**src/rtl/core/rhr_pkg.sv**
```systemverilog
// ----------------------------------------------------------------------------
// rhr_pkg: shared types and constants for the RGB hue rotation pipeline
// Pixel and hue widths, hue sector bases, divider staging and the
// transaction record that travels from the front stage through the divider.
// ----------------------------------------------------------------------------
`default_nettype none

package rhr_pkg;

    localparam int unsigned PIX_W   = 8;
    localparam int unsigned HUE_W   = 11;
    localparam int unsigned QUO_W   = 9;

    // Hue units: 256 per sixth of a turn, 1536 per full turn
    localparam logic [HUE_W-1:0] HUE_TURN   = 11'd1536;
    localparam logic [HUE_W-1:0] BASE_RED   = 11'd0;
    localparam logic [HUE_W-1:0] BASE_GREEN = 11'd512;
    localparam logic [HUE_W-1:0] BASE_BLUE  = 11'd1024;

    // Divider: one leading quotient bit, then eight bits over four stages
    localparam int unsigned DIV_STAGES = 4;
    localparam int unsigned DIV_STEPS  = 2;

    // Accept edge to the edge that samples the result strobe
    localparam int unsigned LATENCY = 9;

    // Hue sectors, each 60 degrees wide
    typedef enum logic [2:0] {
        SEC_RY = 3'd0,
        SEC_YG = 3'd1,
        SEC_GC = 3'd2,
        SEC_CB = 3'd3,
        SEC_BM = 3'd4,
        SEC_MR = 3'd5
    } sector_t;

    // Per-transaction record from the front stage through the divider
    typedef struct packed {
        logic [PIX_W-1:0] chroma;
        logic [PIX_W-1:0] minv;
        logic [HUE_W-1:0] base;
        logic             neg;
        logic [PIX_W-1:0] rem;
        logic [QUO_W-1:0] quo;
    } rhr_item_t;

endpackage

`default_nettype wire

```
**src/rtl/core/rgb_hue_rotation.sv**
```systemverilog
// ----------------------------------------------------------------------------
// rgb_hue_rotation: per-pixel hue rotation of 8-bit RGB
// Converts to chroma, minimum and hue, adds a configured hue shift and
// rebuilds RGB, one pixel per clock through a nine-stage pipeline.
// ----------------------------------------------------------------------------
//
//  channel  | handshake           | payload
//  ---------+---------------------+-----------------------------------
//  pixel in | start, busy         | red_in, green_in, blue_in
//  pixel out| done (strobe)       | red_out, green_out, blue_out
//  config   | cfg_we              | cfg_wdata (hue shift, 1536 per turn)
//
//  One pixel enters per cycle; busy stays low since nothing can stall.
//  Nine register stages: the front stage, four divider stages (the first
//  resolves the leading quotient bit plus two more, the others two each)
//  and four rebuild stages. The strobe is the valid bit of the last rebuild
//  stage. Reset clears all valid bits and the shift to zero. Results are
//  presented for exactly one cycle; the receiver cannot stall.
// ----------------------------------------------------------------------------
`default_nettype none

module rgb_hue_rotation (
    input  wire logic                        clk,
    input  wire logic                        rst_n,
    input  wire logic                        start,
    output logic                             busy,
    input  wire logic [rhr_pkg::PIX_W-1:0]   red_in,
    input  wire logic [rhr_pkg::PIX_W-1:0]   green_in,
    input  wire logic [rhr_pkg::PIX_W-1:0]   blue_in,
    output logic                             done,
    output logic [rhr_pkg::PIX_W-1:0]        red_out,
    output logic [rhr_pkg::PIX_W-1:0]        green_out,
    output logic [rhr_pkg::PIX_W-1:0]        blue_out,
    input  wire logic                        cfg_we,
    input  wire logic [rhr_pkg::HUE_W-1:0]   cfg_wdata
);

    logic [rhr_pkg::HUE_W-1:0] shift_reg;
    logic [rhr_pkg::HUE_W-1:0] shift_next;
    logic                      accept;
    logic                      front_valid;
    rhr_pkg::rhr_item_t        front_item;
    logic                      div_valid;
    rhr_pkg::rhr_item_t        div_item;

    // Never stall the pixel stream
    assign busy   = 1'b0;
    assign accept = start && !busy;

    // Hold the shift reduced into one turn
    always_comb
    begin
        shift_next = shift_reg;
        if (cfg_we)
        begin
            if (cfg_wdata >= rhr_pkg::HUE_TURN)
            begin
                shift_next = cfg_wdata - rhr_pkg::HUE_TURN;
            end
            else
            begin
                shift_next = cfg_wdata;
            end
        end
    end

    always_ff @(posedge clk or negedge rst_n)
    begin
        if (!rst_n)
        begin
            shift_reg <= '0;
        end
        else
        begin
            shift_reg <= shift_next;
        end
    end

    rhr_front u_front (
        .clk       (clk),
        .rst_n     (rst_n),
        .in_valid  (accept),
        .red       (red_in),
        .green     (green_in),
        .blue      (blue_in),
        .out_valid (front_valid),
        .out_item  (front_item)
    );

    rhr_divider u_divider (
        .clk       (clk),
        .rst_n     (rst_n),
        .in_valid  (front_valid),
        .in_item   (front_item),
        .out_valid (div_valid),
        .out_item  (div_item)
    );

    rhr_rebuild u_rebuild (
        .clk       (clk),
        .rst_n     (rst_n),
        .in_valid  (div_valid),
        .in_item   (div_item),
        .shift     (shift_reg),
        .out_valid (done),
        .red_out   (red_out),
        .green_out (green_out),
        .blue_out  (blue_out)
    );

`ifndef SYNTHESIS
    // Every accepted transaction yields a strobe after the pipeline latency
    a_accept_to_done: assert property (@(posedge clk) disable iff (!rst_n)
        accept |-> ##(rhr_pkg::LATENCY) done)
        else $error("accepted pixel produced no result strobe");

    // No strobe without a matching accepted transaction
    a_done_from_accept: assert property (@(posedge clk) disable iff (!rst_n)
        done |-> $past(accept, rhr_pkg::LATENCY))
        else $error("result strobe without accepted pixel");

    // Grey pixels pass through unchanged
    a_grey_pass: assert property (@(posedge clk) disable iff (!rst_n)
        (accept && red_in == green_in && green_in == blue_in)
        |-> ##(rhr_pkg::LATENCY)
        (red_out == $past(red_in, rhr_pkg::LATENCY)
         && green_out == $past(green_in, rhr_pkg::LATENCY)
         && blue_out == $past(blue_in, rhr_pkg::LATENCY)))
        else $error("grey pixel altered");
`endif

endmodule

`default_nettype wire

```
**src/rtl/core/rhr_front.sv**
```systemverilog
// ----------------------------------------------------------------------------
// rhr_front: max, min, chroma and hue operand selection
// Registers one transaction per cycle with the chroma, the minimum, the
// sector base and the absolute channel difference that seeds the divider.
// ----------------------------------------------------------------------------
`default_nettype none

module rhr_front (
    input  wire logic                        clk,
    input  wire logic                        rst_n,
    input  wire logic                        in_valid,
    input  wire logic [rhr_pkg::PIX_W-1:0]   red,
    input  wire logic [rhr_pkg::PIX_W-1:0]   green,
    input  wire logic [rhr_pkg::PIX_W-1:0]   blue,
    output logic                             out_valid,
    output rhr_pkg::rhr_item_t               out_item
);

    logic                      valid_reg;
    rhr_pkg::rhr_item_t        item_reg;
    rhr_pkg::rhr_item_t        item_next;
    logic [rhr_pkg::PIX_W-1:0] mx;
    logic [rhr_pkg::PIX_W-1:0] mn;
    logic [rhr_pkg::PIX_W-1:0] op_a;
    logic [rhr_pkg::PIX_W-1:0] op_b;

    // Find extremes; ties go to red, then green
    always_comb
    begin
        mx = red;
        if (green > mx)
        begin
            mx = green;
        end
        if (blue > mx)
        begin
            mx = blue;
        end
        mn = red;
        if (green < mn)
        begin
            mn = green;
        end
        if (blue < mn)
        begin
            mn = blue;
        end
    end

    // Select the two channels that set the hue within its sector
    always_comb
    begin
        item_next.chroma = mx - mn;
        item_next.minv   = mn;
        if (mx == red)
        begin
            op_a           = green;
            op_b           = blue;
            item_next.base = rhr_pkg::BASE_RED;
        end
        else if (mx == green)
        begin
            op_a           = blue;
            op_b           = red;
            item_next.base = rhr_pkg::BASE_GREEN;
        end
        else
        begin
            op_a           = red;
            op_b           = green;
            item_next.base = rhr_pkg::BASE_BLUE;
        end
        item_next.neg = (op_a < op_b);
        item_next.rem = item_next.neg ? (op_b - op_a) : (op_a - op_b);
        item_next.quo = '0;
    end

    // Advance valid with reset, payload without
    always_ff @(posedge clk or negedge rst_n)
    begin
        if (!rst_n)
        begin
            valid_reg <= 1'b0;
        end
        else
        begin
            valid_reg <= in_valid;
        end
    end

    always_ff @(posedge clk)
    begin
        item_reg <= item_next;
    end

    assign out_valid = valid_reg;
    assign out_item  = item_reg;

endmodule

`default_nettype wire

```
**src/rtl/core/rhr_divider.sv**
```systemverilog
// ----------------------------------------------------------------------------
// rhr_divider: pipelined restoring divider for difference * 256 / chroma
// The difference never exceeds chroma, so the quotient is at most 256.
// The first stage resolves the leading quotient bit; every stage then
// retires two more bits. A grey pixel (chroma zero) yields a quotient
// that does not matter, since chroma and ramp are then zero in every channel.
// ----------------------------------------------------------------------------
`default_nettype none

module rhr_divider (
    input  wire logic                 clk,
    input  wire logic                 rst_n,
    input  wire logic                 in_valid,
    input  wire rhr_pkg::rhr_item_t   in_item,
    output logic                      out_valid,
    output rhr_pkg::rhr_item_t        out_item
);

    logic               valid_reg [rhr_pkg::DIV_STAGES];
    rhr_pkg::rhr_item_t item_reg  [rhr_pkg::DIV_STAGES];
    rhr_pkg::rhr_item_t item_next [rhr_pkg::DIV_STAGES];

    // Leading bit: remainder starts at most equal to chroma
    function automatic rhr_pkg::rhr_item_t div_first(input rhr_pkg::rhr_item_t it);
        rhr_pkg::rhr_item_t r;
        r = it;
        if (it.rem >= it.chroma)
        begin
            r.rem = it.rem - it.chroma;
            r.quo = {{(rhr_pkg::QUO_W-1){1'b0}}, 1'b1};
        end
        else
        begin
            r.quo = '0;
        end
        return r;
    endfunction

    // One restoring step: shift, compare, subtract
    function automatic rhr_pkg::rhr_item_t div_step(input rhr_pkg::rhr_item_t it);
        rhr_pkg::rhr_item_t   r;
        logic [rhr_pkg::PIX_W:0] sh;
        r  = it;
        sh = {it.rem, 1'b0};
        if (sh >= {1'b0, it.chroma})
        begin
            r.rem = rhr_pkg::PIX_W'(sh - {1'b0, it.chroma});
            r.quo = {it.quo[rhr_pkg::QUO_W-2:0], 1'b1};
        end
        else
        begin
            r.rem = sh[rhr_pkg::PIX_W-1:0];
            r.quo = {it.quo[rhr_pkg::QUO_W-2:0], 1'b0};
        end
        return r;
    endfunction

    for (genvar s = 0; s < rhr_pkg::DIV_STAGES; s++)
    begin : g_stage
        rhr_pkg::rhr_item_t cur;
        logic               vin;

        if (s == 0)
        begin : g_head
            always_comb
            begin
                cur = div_first(in_item);
                vin = in_valid;
            end
        end
        else
        begin : g_body
            always_comb
            begin
                cur = item_reg[s-1];
                vin = valid_reg[s-1];
            end
        end

        // Retire this stage's quotient bits
        always_comb
        begin
            item_next[s] = cur;
            for (int k = 0; k < rhr_pkg::DIV_STEPS; k++)
            begin
                item_next[s] = div_step(item_next[s]);
            end
        end

        always_ff @(posedge clk or negedge rst_n)
        begin
            if (!rst_n)
            begin
                valid_reg[s] <= 1'b0;
            end
            else
            begin
                valid_reg[s] <= vin;
            end
        end

        always_ff @(posedge clk)
        begin
            item_reg[s] <= item_next[s];
        end
    end

    assign out_valid = valid_reg[rhr_pkg::DIV_STAGES-1];
    assign out_item  = item_reg[rhr_pkg::DIV_STAGES-1];

endmodule

`default_nettype wire

```
**src/rtl/core/rhr_rebuild.sv**
```systemverilog
// ----------------------------------------------------------------------------
// rhr_rebuild: hue wrap, rotation and RGB reconstruction
// Stage A folds the signed quotient into 0..1535, stage B adds the shift,
// stage C forms the rounded ramp value, stage D places chroma, ramp and
// zero by sector and adds the minimum back.
// ----------------------------------------------------------------------------
`default_nettype none

module rhr_rebuild (
    input  wire logic                        clk,
    input  wire logic                        rst_n,
    input  wire logic                        in_valid,
    input  wire rhr_pkg::rhr_item_t          in_item,
    input  wire logic [rhr_pkg::HUE_W-1:0]   shift,
    output logic                             out_valid,
    output logic [rhr_pkg::PIX_W-1:0]        red_out,
    output logic [rhr_pkg::PIX_W-1:0]        green_out,
    output logic [rhr_pkg::PIX_W-1:0]        blue_out
);

    localparam int unsigned SUM_W  = rhr_pkg::HUE_W + 1;
    localparam int unsigned PROD_W = 2 * rhr_pkg::PIX_W + 1;
    localparam logic [SUM_W-1:0]  TURN_X   = SUM_W'(rhr_pkg::HUE_TURN);
    localparam logic [rhr_pkg::PIX_W:0] SIXTH = 9'd256;
    localparam logic [PROD_W-1:0] ROUND_HALF = 17'd128;

    // Stage A registers
    logic                       a_valid_reg;
    logic [rhr_pkg::HUE_W-1:0]  a_hue_reg;
    logic [rhr_pkg::HUE_W-1:0]  a_hue_next;
    logic [rhr_pkg::PIX_W-1:0]  a_chroma_reg;
    logic [rhr_pkg::PIX_W-1:0]  a_minv_reg;
    // Stage B registers
    logic                       b_valid_reg;
    logic [rhr_pkg::HUE_W-1:0]  b_hue_reg;
    logic [rhr_pkg::HUE_W-1:0]  b_hue_next;
    logic [rhr_pkg::PIX_W-1:0]  b_chroma_reg;
    logic [rhr_pkg::PIX_W-1:0]  b_minv_reg;
    // Stage C registers
    logic                       c_valid_reg;
    rhr_pkg::sector_t           c_sector_reg;
    logic [rhr_pkg::PIX_W-1:0]  c_ramp_reg;
    logic [rhr_pkg::PIX_W-1:0]  c_ramp_next;
    logic [rhr_pkg::PIX_W-1:0]  c_chroma_reg;
    logic [rhr_pkg::PIX_W-1:0]  c_minv_reg;
    // Output registers
    logic                       d_valid_reg;
    logic [rhr_pkg::PIX_W-1:0]  d_red_reg;
    logic [rhr_pkg::PIX_W-1:0]  d_green_reg;
    logic [rhr_pkg::PIX_W-1:0]  d_blue_reg;
    logic [rhr_pkg::PIX_W-1:0]  d_red_next;
    logic [rhr_pkg::PIX_W-1:0]  d_green_next;
    logic [rhr_pkg::PIX_W-1:0]  d_blue_next;

    logic [SUM_W-1:0]           a_sum;
    logic [SUM_W-1:0]           b_sum;
    logic [rhr_pkg::PIX_W:0]    c_weight;
    logic [PROD_W-1:0]          c_prod;
    logic [rhr_pkg::PIX_W-1:0]  ro;
    logic [rhr_pkg::PIX_W-1:0]  go;
    logic [rhr_pkg::PIX_W-1:0]  bo;

    // Fold base plus or minus quotient into one turn
    always_comb
    begin
        if (in_item.neg)
        begin
            a_sum = SUM_W'(in_item.base) + TURN_X - SUM_W'(in_item.quo);
        end
        else
        begin
            a_sum = SUM_W'(in_item.base) + SUM_W'(in_item.quo);
        end
        if (a_sum >= TURN_X)
        begin
            a_hue_next = rhr_pkg::HUE_W'(a_sum - TURN_X);
        end
        else
        begin
            a_hue_next = a_sum[rhr_pkg::HUE_W-1:0];
        end
    end

    // Rotate by the configured shift, wrap once
    always_comb
    begin
        b_sum = SUM_W'(a_hue_reg) + SUM_W'(shift);
        if (b_sum >= TURN_X)
        begin
            b_hue_next = rhr_pkg::HUE_W'(b_sum - TURN_X);
        end
        else
        begin
            b_hue_next = b_sum[rhr_pkg::HUE_W-1:0];
        end
    end

    // Rounded ramp: rising in even sectors, falling in odd ones
    always_comb
    begin
        if (b_hue_reg[rhr_pkg::PIX_W])
        begin
            c_weight = SIXTH - {1'b0, b_hue_reg[rhr_pkg::PIX_W-1:0]};
        end
        else
        begin
            c_weight = {1'b0, b_hue_reg[rhr_pkg::PIX_W-1:0]};
        end
        c_prod      = PROD_W'(b_chroma_reg) * PROD_W'(c_weight) + ROUND_HALF;
        c_ramp_next = c_prod[2*rhr_pkg::PIX_W-1:rhr_pkg::PIX_W];
    end

    // Place chroma and ramp by sector, add the minimum back
    always_comb
    begin
        case (c_sector_reg)
            rhr_pkg::SEC_RY:
            begin
                ro = c_chroma_reg; go = c_ramp_reg;   bo = '0;
            end
            rhr_pkg::SEC_YG:
            begin
                ro = c_ramp_reg;   go = c_chroma_reg; bo = '0;
            end
            rhr_pkg::SEC_GC:
            begin
                ro = '0;           go = c_chroma_reg; bo = c_ramp_reg;
            end
            rhr_pkg::SEC_CB:
            begin
                ro = '0;           go = c_ramp_reg;   bo = c_chroma_reg;
            end
            rhr_pkg::SEC_BM:
            begin
                ro = c_ramp_reg;   go = '0;           bo = c_chroma_reg;
            end
            default:
            begin
                ro = c_chroma_reg; go = '0;           bo = c_ramp_reg;
            end
        endcase
        d_red_next   = ro + c_minv_reg;
        d_green_next = go + c_minv_reg;
        d_blue_next  = bo + c_minv_reg;
    end

    // Advance valid bits
    always_ff @(posedge clk or negedge rst_n)
    begin
        if (!rst_n)
        begin
            a_valid_reg <= 1'b0;
            b_valid_reg <= 1'b0;
            c_valid_reg <= 1'b0;
            d_valid_reg <= 1'b0;
        end
        else
        begin
            a_valid_reg <= in_valid;
            b_valid_reg <= a_valid_reg;
            c_valid_reg <= b_valid_reg;
            d_valid_reg <= c_valid_reg;
        end
    end

    // Advance payload
    always_ff @(posedge clk)
    begin
        a_hue_reg    <= a_hue_next;
        a_chroma_reg <= in_item.chroma;
        a_minv_reg   <= in_item.minv;
        b_hue_reg    <= b_hue_next;
        b_chroma_reg <= a_chroma_reg;
        b_minv_reg   <= a_minv_reg;
        c_sector_reg <= rhr_pkg::sector_t'(b_hue_reg[rhr_pkg::HUE_W-1:rhr_pkg::PIX_W]);
        c_ramp_reg   <= c_ramp_next;
        c_chroma_reg <= b_chroma_reg;
        c_minv_reg   <= b_minv_reg;
        d_red_reg    <= d_red_next;
        d_green_reg  <= d_green_next;
        d_blue_reg   <= d_blue_next;
    end

    assign out_valid = d_valid_reg;
    assign red_out   = d_red_reg;
    assign green_out = d_green_reg;
    assign blue_out  = d_blue_reg;

endmodule

`default_nettype wire

```
**config.mk**
```make
export PLATFORM = sky130hd
export DESIGN_NAME = rgb_hue_rotation
export DESIGN_NICKNAME = d
export VERILOG_FILES = /design/src/rtl/core/rhr_pkg.sv /design/src/rtl/core/rgb_hue_rotation.sv /design/src/rtl/core/rhr_front.sv /design/src/rtl/core/rhr_divider.sv /design/src/rtl/core/rhr_rebuild.sv
export SDC_FILE = /design/constraint.sdc
export NUM_CORES = 1
export LEC_CHECK = 0
export BUFFER_PORTS_ARGS = -buffer_cell sky130_fd_sc_hd__buf_2
export CELL_PAD_IN_SITES_DETAIL_PLACEMENT = 1
export CELL_PAD_IN_SITES_GLOBAL_PLACEMENT = 1
export CORE_MARGIN = 1.5
export CORE_UTILIZATION = 35
export CTS_CLUSTER_DIAMETER = 60
export DETAILED_ROUTE_END_ITERATION = 8
export PLACE_DENSITY_LB_ADDON = 0.1
export REMOVE_ABC_BUFFERS = 1
export SYNTH_ARGS = -nofsm -noshare
export SYNTH_HDL_FRONTEND = slang
export SYNTH_SLANG_ARGS = --single-unit
```
**constraint.sdc**
```tcl
create_clock -name clk -period 6.97 [get_ports clk]
set_input_delay 1.394 -clock clk [delete_from_list [all_inputs] [get_ports clk]]
set_output_delay 1.394 -clock clk [all_outputs]
set_load 0.01 [all_outputs]
```
======== Yosys cells after proc, flatten, opt, wreduce, memory -nomap -nowiden ========
Memory sizes are Yosys's and may differ from the RTL's.
Index checks and enable logic that the tools add are counted.
word-level totals
  flip-flop bits (word level) ............. 161
  latch bits .............................. 0
  memory bits (writable) .................. 180
  bits in read-only memories .............. 0
  input port bits ......................... 39
  output and inout bits ................... 26
  word-level logic and storage cells ...... 112
  memories kept ........................... 1
memories
  name                depth  bits a word  rd ports  clocked after Yosys merged registers in  write ports  line               text
  u_divider.item_reg  4      45           4         0                                        4            rhr_divider.sv:20  rhr_pkg::rhr_item_t item_reg [rhr_pkg::DIV_STAGES];
operators by class
  add/subtract/negate cells ............... 24
  multiply operators ...................... 1
  div/mod/pow operators ................... 0
  magnitude comparators ................... 17
  eq/ne operators ......................... 6
  shift operators ......................... 0
  multiplexer cells ....................... 28
  bitwise logic cells ..................... 0
  reduce and logical (&&, ||, !) cells .... 7
operators by type and width
  kind                                                                  number
  2-to-1 mux 17 bit                                                     8
  subtractor 8 bit                                                      12
  2-to-1 mux 8 bit                                                      10
  greater-or-equal comparator 9 x 8 -> 1 bit                            8
  case mux 8 bit (2 select lines)                                       3
  2-to-1 mux 11 bit                                                     4
  subtractor 11 bit (second input constant)                             3
  adder 8 bit                                                           3
  greater-or-equal comparator 12 x 11 -> 1 bit (second input constant)  2
  less-than comparator 8 bit                                            3
  adder 16 x 8 -> 16 bit (second input constant)                        1
  == test 8 bit                                                         2
  > comparator 8 bit                                                    2
  multiplier 8 x 9 -> 16 bit                                            1
  adder 11 x 11 -> 12 bit                                               1
  adder 11 x 11 -> 12 bit (second input constant)                       1
  adder 11 x 9 -> 12 bit                                                1
  2-to-1 mux 12 bit                                                     1
  OR reduction 2 bit                                                    6
  subtractor 12 x 9 -> 12 bit                                           1
  greater-or-equal comparator 11 bit (second input constant)            1
  2-to-1 mux 9 bit                                                      1
  subtractor 9 x 8 -> 9 bit (first input constant)                      1
  greater-or-equal comparator 8 bit                                     1
  other kinds (5)                                                       6

======== Logic depth before layout (Yosys ltp) ========
  depth in word-level cells ............... 9
  mapped depth ............................ 34
  depth with buffers taken out ............ 33

======== Cells and area by module ========
A second synthesis with hierarchy kept.
second synthesis, totals
  cells, all modules ...................... 1965
  area, all modules ....................... 18735.5 µm²
modules (own cells, without submodules)
  module            instances  cells each  area each (µm²)  sequential area each (µm²)
  rhr_rebuild       1          798         7528.5           2202.1
  rhr_divider       1          688         7244.4           3463.3
  rhr_front         1          450         3508.4           565.5
  rgb_hue_rotation  1          29          454.2            275.3

======== Worst setup path before layout ========
No wires, ideal clock.
  path type ............................... input to register
  start point ............................. input red_in[6] (netlist name)
  end point ............................... register u_front.item_reg, in the netlist u_front.out_item[14]
  library setup time ...................... 0.122 ns
  arrival ................................. 7.524 ns
  required time ........................... 6.848 ns
  path slack .............................. -0.676 ns
  stages .................................. 33
  path buffers ............................ 6
  cell sequence ........................... inv_1 ha_1 nand4_1 nand2b_1 a21oi_1 or2_1 clkbuf_1 clkbuf_1 a21oi_1 ha_1 nand4_1 nand2b_1 a21o_1 and2_1 buf_2 a311o_1 a221oi_4 clkbuf_1 nand2_1 o21a_1 ha_1 clkbuf_1 a21o_1 a21o_1 a21o_1 a21oi_1 o21ai_0 clkbuf_1 mux2_2 a21oi_1 nand2_1 a21o_1 o311a_1
RTL lines
  item                  line                    text
  from (decl)           rgb_hue_rotation.sv:27  input wire logic [rhr_pkg::PIX_W-1:0] red_in,
  to (signal assigned)  rhr_front.sv:93         item_reg <= item_next;
  to (decl)             rhr_front.sv:20         rhr_pkg::rhr_item_t item_reg;

==> impl_metrics.env <==
export IMPL_outcome="complete, no violations"
export IMPL_drive_above_1_share_pct=17.07
export IMPL_grt_pass1_wl_um=65780
export IMPL_dieArea_um2=46660
export IMPL_die_h_um=216.0
export IMPL_ff2ff_path_depth=31
export IMPL_cp_num_buf_inv=5
export IMPL_cts_max_path_buffers=3
export IMPL_post_route_util_pct=42.51
export IMPL_worstMarginPinSlew_ps=870.3
export IMPL_wire_per_inst_um=15.95
export IMPL_largest_reg_flops=124
export IMPL_synthTopCellsByArea="dfxtp_1 (32%), ha_1 (15%), fa_1 (6.6%)"
export IMPL_initial_core_util_pct=35.68
export IMPL_synth_top_cell_by_area="dfxtp_1"
export IMPL_layout_commonest_cell="dfxtp_1"
export IMPL_synthCells=1687
export IMPL_setup_ws_ps=306.0
export IMPL_dr_pass1_iters=4
export IMPL_path_common_cell="a21o_1"
export IMPL_syn_avg_cell_area_um2=9.413
export IMPL_fin_nets=2136
export IMPL_synth_main_ff_cell="dfxtp_1"
export IMPL_cp_arrival_ps=7080
export IMPL_crit_slowest_cell="a221oi_4"
export IMPL_gr_total_overflow=0
export IMPL_diodes=0
export IMPL_fp_row_count=77
export IMPL_numClockSinks=276
export IMPL_end_kind="flop"
export IMPL_insertion_delay_ps=530
export IMPL_cp_required_ps=7380
export IMPL_synthArstFlopShare_pct=7.246
export IMPL_path_max_fanout=8
export IMPL_gr_usage_all_layers_pct=17.44
export IMPL_clk_pin_slew_ps=50
export IMPL_drc=0
export IMPL_cts_root_buffer="clkbuf_16"
export IMPL_synth_warning_count=0
export IMPL_hold_buffers=0
export IMPL_num_io_pins=65
export IMPL_first_iter_violations=337
export IMPL_grt_pass1_vias=12951
export IMPL_cts_htree_levels=2
export IMPL_cts_buffers=35
export IMPL_die_x_um=216.0
export IMPL_drt_vias_per_instance=4.837
export IMPL_hold_violations=0
export IMPL_vias=11985
export IMPL_setup_viol=0
export IMPL_area_growth_pct=19.15
export IMPL_grt_max_degree=35
export IMPL_max_stage_delay_ps=450
export IMPL_worst_setup_path_start_kind="primary input"
export IMPL_max_cap_viol_count=0
export IMPL_worstHoldPathCells=0
export IMPL_yosysUniqueCellTypes=67
export IMPL_synth_enable_flop_cells=0
export IMPL_pre_cts_ws_ps=-751.7
export IMPL_cts_tree="done"
export IMPL_synth_seq_cells=276
export IMPL_core_area_um2=44510
export IMPL_clock_skew_ps=24.63
export IMPL_fmax_mhz=150.1
export IMPL_postRouteAntennaNets=0
export IMPL_final_min_clock_period_ps=6664
export IMPL_finalMaxSlewViolations=0
export IMPL_dpl_hpwl_um=31420
export IMPL_ys_seq_area_share_pct=35.42
export IMPL_finalWirelength_um=39510
export IMPL_gp_congestion=0.8344
export IMPL_cp_top_family="compound AO/OA/AOI/OAI gates"
export IMPL_maxSlewHeadroom_pct=41.98
export IMPL_period_share_pct=95.61
export IMPL_final_cell_mix="dfxtp_1 (255), inv_1 (185), ha_1 (183)"
export IMPL_cp_depth=31
export IMPL_hp_class="reg -> reg"
export IMPL_worstSetupPathType="in -> reg"
export IMPL_io_buffers=63
export IMPL_synth_top_cell_area_share_pct=32.27
export IMPL_synth_area_um2=15880
export IMPL_antenna_found_initial=2
-- area by class of cell --
type,count,area (um2)
clock buffers,44,960.9
clock inverters,19,226.5
fillers,5154,25590
inverters,188,705.7
multi-input cells,1186,9509
flip-flops and latches,276,5627
well taps,592,740.7
repair buffers,173,1152
-- Yosys cell counts, types with 5 or more instances --
cell type	n
a211oi_1	5
o21ai_0	81
o31ai_1	5
clkbuf_1	34
and3_1	7
a21boi_0	14
and2_1	37
nand4_1	13
nor2_1	110
dfxtp_1	256
a21o_1	35
mux2_2	56
a22o_1	19
dfrtp_1	20
nand2_1	138
o21a_1	14
nand2b_1	19
a21oi_1	108
nor2b_1	37
xnor2_1	77
o21bai_1	15
xor2_1	40
a31oi_1	9
nand3_1	8
inv_1	186
fa_1	52
nor3_1	10
mux2i_1	23
ha_1	185
-- per-stage QoR --
stage	area [um2]	hold slack [ps]	instances	setup TNS [ps]
2_1_floorplan	15740	309.6	1650	-5109
3_3_place_gp	17570	309.7	2408	-1189
3_5_place_dp	17570	313.2	2408	-4232
4_1_cts	18760	315.3	2471	0
5_1_grt	18920	320.1	2478	-6.306
6_report	18920	319.0	2478	0
-- per-layer routing --
layer	wire length [um]	track usage, %
met2	19640	31.05
met3	1121	2.678
met1	17850	21.52
met4	884	5.440
met5	13	0
-- kinds of logic after synthesis --
group | count (synthesis) | synth area share [%]
compound gates | 350 | 14.14
mux | 81 | 5.649
fa+ha+maj | 237 | 21.13
other cells | 1 | 0.02361
buf+inv | 225 | 5.350
simple gates | 400 | 11.83
flops | 276 | 35.42
xor+xnor | 117 | 6.453
-- worst register-to-register path, delay by kind of cell, from the launching register on --
| family | cells | cell delay, ps |
|---|---|---|
| compound gates | 17 | 3070 |
| fa+ha+maj | 4 | 1160 |
| mux | 3 | 800 |
| buf+inv | 4 | 670 |
| flops | 1 | 350 |
| simple gates | 3 | 350 |
-- what timing repair did --
| action | 4_1_cts | 5_1_grt |
|---|---|---|
| buffers inserted | 0 | 7 |
| endpoints found under the hold margin | 0 | 0 |
| pin swaps | 1 | 20 |
| endpoints found under the setup margin | 5 | 14 |
| resized for setup | 4 | 33 |
-- final timing paths --
check                           slack [ps]                           endpoint                          from
min in group asynchronous              840           shift_reg[3]$_DFFE_PN0P_                         rst_n
max in group asynchronous             5780           shift_reg[7]$_DFFE_PN0P_                         rst_n
worst min-delay path                   320  u_divider.item_reg[0][33]$_DFF_P_  u_front.out_item[33]$_DFF_P_
worst min register to register         320  u_divider.item_reg[0][33]$_DFF_P_  u_front.out_item[33]$_DFF_P_
worst max-delay path                   310       u_front.out_item[15]$_DFF_P_                     red_in[1]
worst max register to register         450  u_divider.item_reg[0][15]$_DFF_P_  u_front.out_item[37]$_DFF_P_
Power is left out: the tool's default activity adds up to more than one toggle a clock period on the data nets, which glitch-free logic cannot reach.
